[config.mk]
export PLATFORM = sky130hd
export DESIGN_NAME = pfa_summary
export DESIGN_NICKNAME = d
export VERILOG_FILES = /design/src/rtl/pfa_pkg.sv /design/src/rtl/pfa_summary.sv
export SDC_FILE = /design/constraint.sdc
export NUM_CORES = 1
export LEC_CHECK = 0
export BUFFER_PORTS_ARGS = -buffer_cell sky130_fd_sc_hd__clkbuf_2
export CAP_MARGIN = 30
export CORE_ASPECT_RATIO = 0.5
export CORE_MARGIN = 2
export CORE_UTILIZATION = 50
export DETAILED_ROUTE_END_ITERATION = 16
export HOLD_SLACK_MARGIN = 0.08
export MAX_ROUTING_LAYER = met4
export PLACE_DENSITY_LB_ADDON = 0.08
export SYNTH_ARGS = -nofsm -noshare
export SYNTH_HDL_FRONTEND = slang
export SYNTH_SLANG_ARGS = --single-unit
[constraint.sdc]
create_clock -name clk -period 1.5 [get_ports clk]
set_input_delay 0.075 -clock clk [delete_from_list [all_inputs] [get_ports clk]]
set_output_delay 0.075 -clock clk [all_outputs]
set_load 0.01 [all_outputs]
[src/rtl/pfa_pkg.sv]
// Shared types and constants for the physical frame allocator.
// Depends on nothing; every other file of the block imports it.
package pfa_pkg;

  localparam int WORD_BITS = 32;
  localparam int WORD_LOG = 5;
  localparam int GRP_WORDS = 16;
  localparam int GRP_LOG = 4;

  localparam int STATUS_W = 3;
  localparam int FADDR_W = 24;
  localparam int COUNT_W = 12;

  typedef enum logic [STATUS_W-1:0] {
    ST_OK         = 3'd0,
    ST_EXHAUSTED  = 3'd1,
    ST_MISALIGNED = 3'd2,
    ST_RANGE      = 3'd3,
    ST_NOT_ALLOC  = 3'd4
  } pfa_status_t;

  typedef enum logic {
    REQ_ALLOC = 1'b0,
    REQ_FREE  = 1'b1
  } pfa_req_t;

  typedef enum logic [1:0] {
    S_IDLE,
    S_CHK,
    S_WORD,
    S_BIT
  } pfa_state_t;

endpackage

[src/rtl/pfa_summary.sv]
// Per-word full flags and the two-level first-fit search over them.
// A group holds GRP_WORDS words; the word search runs on a registered group. Uses pfa_pkg.
module pfa_summary import pfa_pkg::*; #(
  parameter int NWORDS = 128,
  parameter int AW = 7,
  parameter int NGRPS = 8,
  parameter int GW = 3,
  parameter int POOL_FRAMES = 4096,
  parameter int RSVD_FRAMES = 1024
) (
  input  logic          clk,
  input  logic          rst_n,
  input  logic          upd_en,
  input  logic [AW-1:0] upd_idx,
  input  logic          upd_full,
  input  logic [GW-1:0] grp_sel,
  output logic          grp_found,
  output logic [GW-1:0] grp_idx,
  output logic [AW-1:0] word_idx
);

  logic [NWORDS-1:0]          full_r;
  logic [NGRPS*GRP_WORDS-1:0] avail;
  logic [NGRPS-1:0]           grp_any;
  logic [GRP_WORDS-1:0]       sel_words;
  logic [GRP_LOG-1:0]         w_idx;

  always_ff @(posedge clk) begin
    if (!rst_n) begin
      full_r <= '0;
    end else if (upd_en) begin
      full_r[upd_idx] <= upd_full;
    end
  end

  // A word takes part only if it holds at least one frame above the reserved region.
  for (genvar i = 0; i < NGRPS * GRP_WORDS; i++) begin : g_avail
    if (i * WORD_BITS < POOL_FRAMES && (i + 1) * WORD_BITS > RSVD_FRAMES &&
        RSVD_FRAMES < POOL_FRAMES) begin : g_elig
      assign avail[i] = ~full_r[i];
    end else begin : g_none
      assign avail[i] = 1'b0;
    end
  end

  for (genvar g = 0; g < NGRPS; g++) begin : g_grp
    assign grp_any[g] = |avail[g*GRP_WORDS +: GRP_WORDS];
  end

  always_comb begin
    grp_idx = '0;
    for (int g = NGRPS - 1; g >= 0; g--) begin
      if (grp_any[g]) begin
        grp_idx = GW'(g);
      end
    end
  end

  assign grp_found = |grp_any;
  assign sel_words = avail[int'(grp_sel)*GRP_WORDS +: GRP_WORDS];

  always_comb begin
    w_idx = '0;
    for (int w = GRP_WORDS - 1; w >= 0; w--) begin
      if (sel_words[w]) begin
        w_idx = GRP_LOG'(w);
      end
    end
  end

  assign word_idx = AW'(int'(grp_sel) * GRP_WORDS + int'(w_idx));

endmodule

==> impl_metrics.toml <==
[setup_path]
r2r_end = "full_r[50]"
r2r_slack_ns = 0.66
crit_path_max_fanout = 4
critPathRequiredTime_ns = 1.42
rr_startpoint = "full_r[50]"
startpoint_type = "flop"
path_class = "reg2out"
cp_data_arrival_time_ns = 2.08
reg2reg_depth = 3
worstSetupEndpointType = "output port"

[synth]
synthCells = 648
yosys_register_bits = 96
synth-edff-count = 0
avgSynthCellArea_um2 = 8.27
syn-num-nets = 662
synthArstFlopShare_pct = 0
ys_seq_area_share_pct = 35.9
synth_warnings = 0
synth_ff_type = "dfxtp_1"
post_synth_num_cell_types = 48
mappedNetlistArea_mm2 = 0.00536

[drt]
vias = 5733
avgViaCountPerCell = 6.44
drt_iter0_drc = 482
wirelength_um = 20000
wl_per_cell_um = 22.5
drtPass1Iterations = 5
drc_errors = 0
antenna_left = 0

[sta]
fmax_ghz = 0.463
slew_violations = 0
finalWorstSetupSlack_ns = -0.660
setup_violations = 8
fin_crit_sh_pct = 144
slew_headroom_pct = 61.6
fin_tns_setup_ns = -4.54
clock_skew_ns = 0
fin_crit_ns = 2.16
hold_viol = 0
whs_ns = 0.222
grt_setup_unrepaired = "true"
tightest_slew_ns = 0.576

[cts]
cts_buffer_depth = 2
cts-buffers-inserted = 9
holdBufCountCts = 0
h-tree-depth = 3
cts_tree = "done"
clock_sinks = 96
clockRootBuffer = "clkbuf_16"
path_clk_slew_ns = 0.08
insertion_delay_ns = 0.35

[power_and_ir_drop]
powerDensity_mw_per_mm2 = 801
pwr-share-clk_pct = 40.9
intPower_mw = 4.00
p_sw_share_pct = 27.6
power_frac_comb_pct = 12.8
p_leak_nw = 2.42
ir_drop_mv = 0.505
power_mw = 5.52
switching_power_mw = 1.52
seq_power_share_pct = 46.3

[finish]
max_flop_register = "full_r"
fillCellCount = 883
syn2layout_area_growth_pct = 28.6
fin_nets = 759
multiInputGateArea_mm2 = 0.00333
largestRegisters = "full_r x96"
drive_above_1_share_pct = 32.8
layout.cells.non_filler = 890
register_area_mm2 = 0.00196
largest_reg_flops = 96
antennaDiodeCount = 0
fin_util_pct = 66.8

[worst_hold_path]
worstHoldPathType = "in2reg"
hold_path_end = "full_r[97]"
whs_path_depth = 3
min_from = "rst_n"

[grt]
grt-ovfl-total = 0
grt_pass1_vias = 5293
antenna_found_initial = 0
grt_util_all_layers_pct = 35.9
grt_max_degree = 97
grt_pass1_wl_um = 30300

[place]
dp_hpwl_um = 13900
gp_congestion = 0.967
io_buffer_count = 24
dpl.cell_count = 870

[flow_run]
max_cap_violations = 0

[floorplanning]
placementRows = 26
ios = 25
fp.coreArea_mm2 = 0.0103
die_area_mm2 = 0.0116
die_w_um = 150
die_y_um = 77.2
initial_core_util_pct = 52.0

[outcome]
status = "complete, but fails checks"
violations = "negative setup slack"
## metal layers
layer / vias up / track usage (%) / routed length (um)
met3: 49 / 8.87 / 2320
li1: 2618 / - / -
met5: - / - / 0
met4: 0 / 12.8 / 591
met1: 2736 / 50.3 / 8720
met2: 330 / 49.9 / 8410
## worst max-delay path: stages (launching register included)
cell and delay, ns:
dfxtp_2 0.35, mux2i_2 0.13, a22oi_2 0.22, o21ai_2 0.10
or4_4 0.57, a2111oi_4 0.18, buf_2 0.18
## cells in the mapped netlist (all sizes together) (5+ instances only)
master | count | share of area, %
a21boi | 97 | 14
mux2i | 15 | 2.8
buf | 13 | 2.2
o22ai | 5 | 0.58
nor3 | 7 | 0.65
nand3 | 107 | 10
nand4 | 26 | 3.0
a21oi | 9 | 0.84
nor2b | 14 | 1.6
nand2 | 22 | 1.6
a211oi | 7 | 0.98
o21ai | 102 | 9.5
nor4 | 5 | 0.58
nand2b | 11 | 1.3
mux4 | 9 | 3.8
dfxtp | 96 | 36
clkbuf | 43 | 3.0
nor2 | 21 | 1.5
mux2 | 10 | 2.1
## timing repair
| action | in CTS | in global routing |
|---|---|---|
| gates resized for setup | 38 | 34 |
| setup endpoints to repair | 8 | 8 |
| buffers inserted | 3 | 1 |
| pin swaps | 8 | 7 |
## cell usage in the layout (no fill, tap or decap), drive strengths merged, types with 2 or more instances in the layout
cell,n
a211oi,7
a21boi,97
a21oi,9
a22oi,3
a31oi,2
buf,123
clkbuf,28
clkinv,4
dfxtp,96
inv,6
mux2,10
mux2i,15
mux4,9
nand2,22
nand2b,11
nand3,107
nand4,26
nor2,21
nor2b,14
nor3,7
nor4,5
o21ai,102
o21bai,3
o22ai,5
or3,3
or4,2
## kinds of logic after synthesis
logic type	synth area share, %
muxes	8.69
AOI/OAI and AO/OA	28.5
DFF	35.9
buffers and inverters	5.46
and+or+nand+nor	21.5
## area by class of cell
class	instances	share of cell area [%]
Clock buffer	9	3.27
Clock inverter	7	0.908
Inverter	3	0.163
Multi-Input combinational cell	493	48.3
Sequential cell	96	28.5
Tap cell	140	2.54
Timing Repair Buffer	142	16.3
## how the worst max path moves through the flow
stage	start	slack (ns)	cells after the start	endpoint
after global placement	grp_sel[1]	-0.54	7	word_idx[0]
after detailed placement	grp_sel[1]	-0.46	7	word_idx[0]
after CTS	full_r[101]	-0.65	6	word_idx[3]
after floorplan	grp_sel[0]	-0.16	7	word_idx[3]
final	full_r[66]	-0.66	6	word_idx[3]
after global routing	full_r[63]	-0.77	6	word_idx[0]
## through the flow
stage	cell area [um2]	setup slack (ns)
after global placement	6380	-0.541
after CTS	6790	-0.651
final	6890	-0.660
after floorplan	5400	-0.160
after detailed placement	6380	-0.461
after global routing	6890	-0.765
## power by group through the flow
stage	Clock (mW)	Sequential, mW	Combinational (mW)
after floorplan	0	2.61	0.382
after global placement	0	2.62	0.649
after detailed placement	0	2.62	0.646
after CTS	2.27	2.56	0.668
after global routing	2.37	2.56	0.741
final	2.26	2.56	0.708
Note: power is estimated with default switching activity, not from simulation.
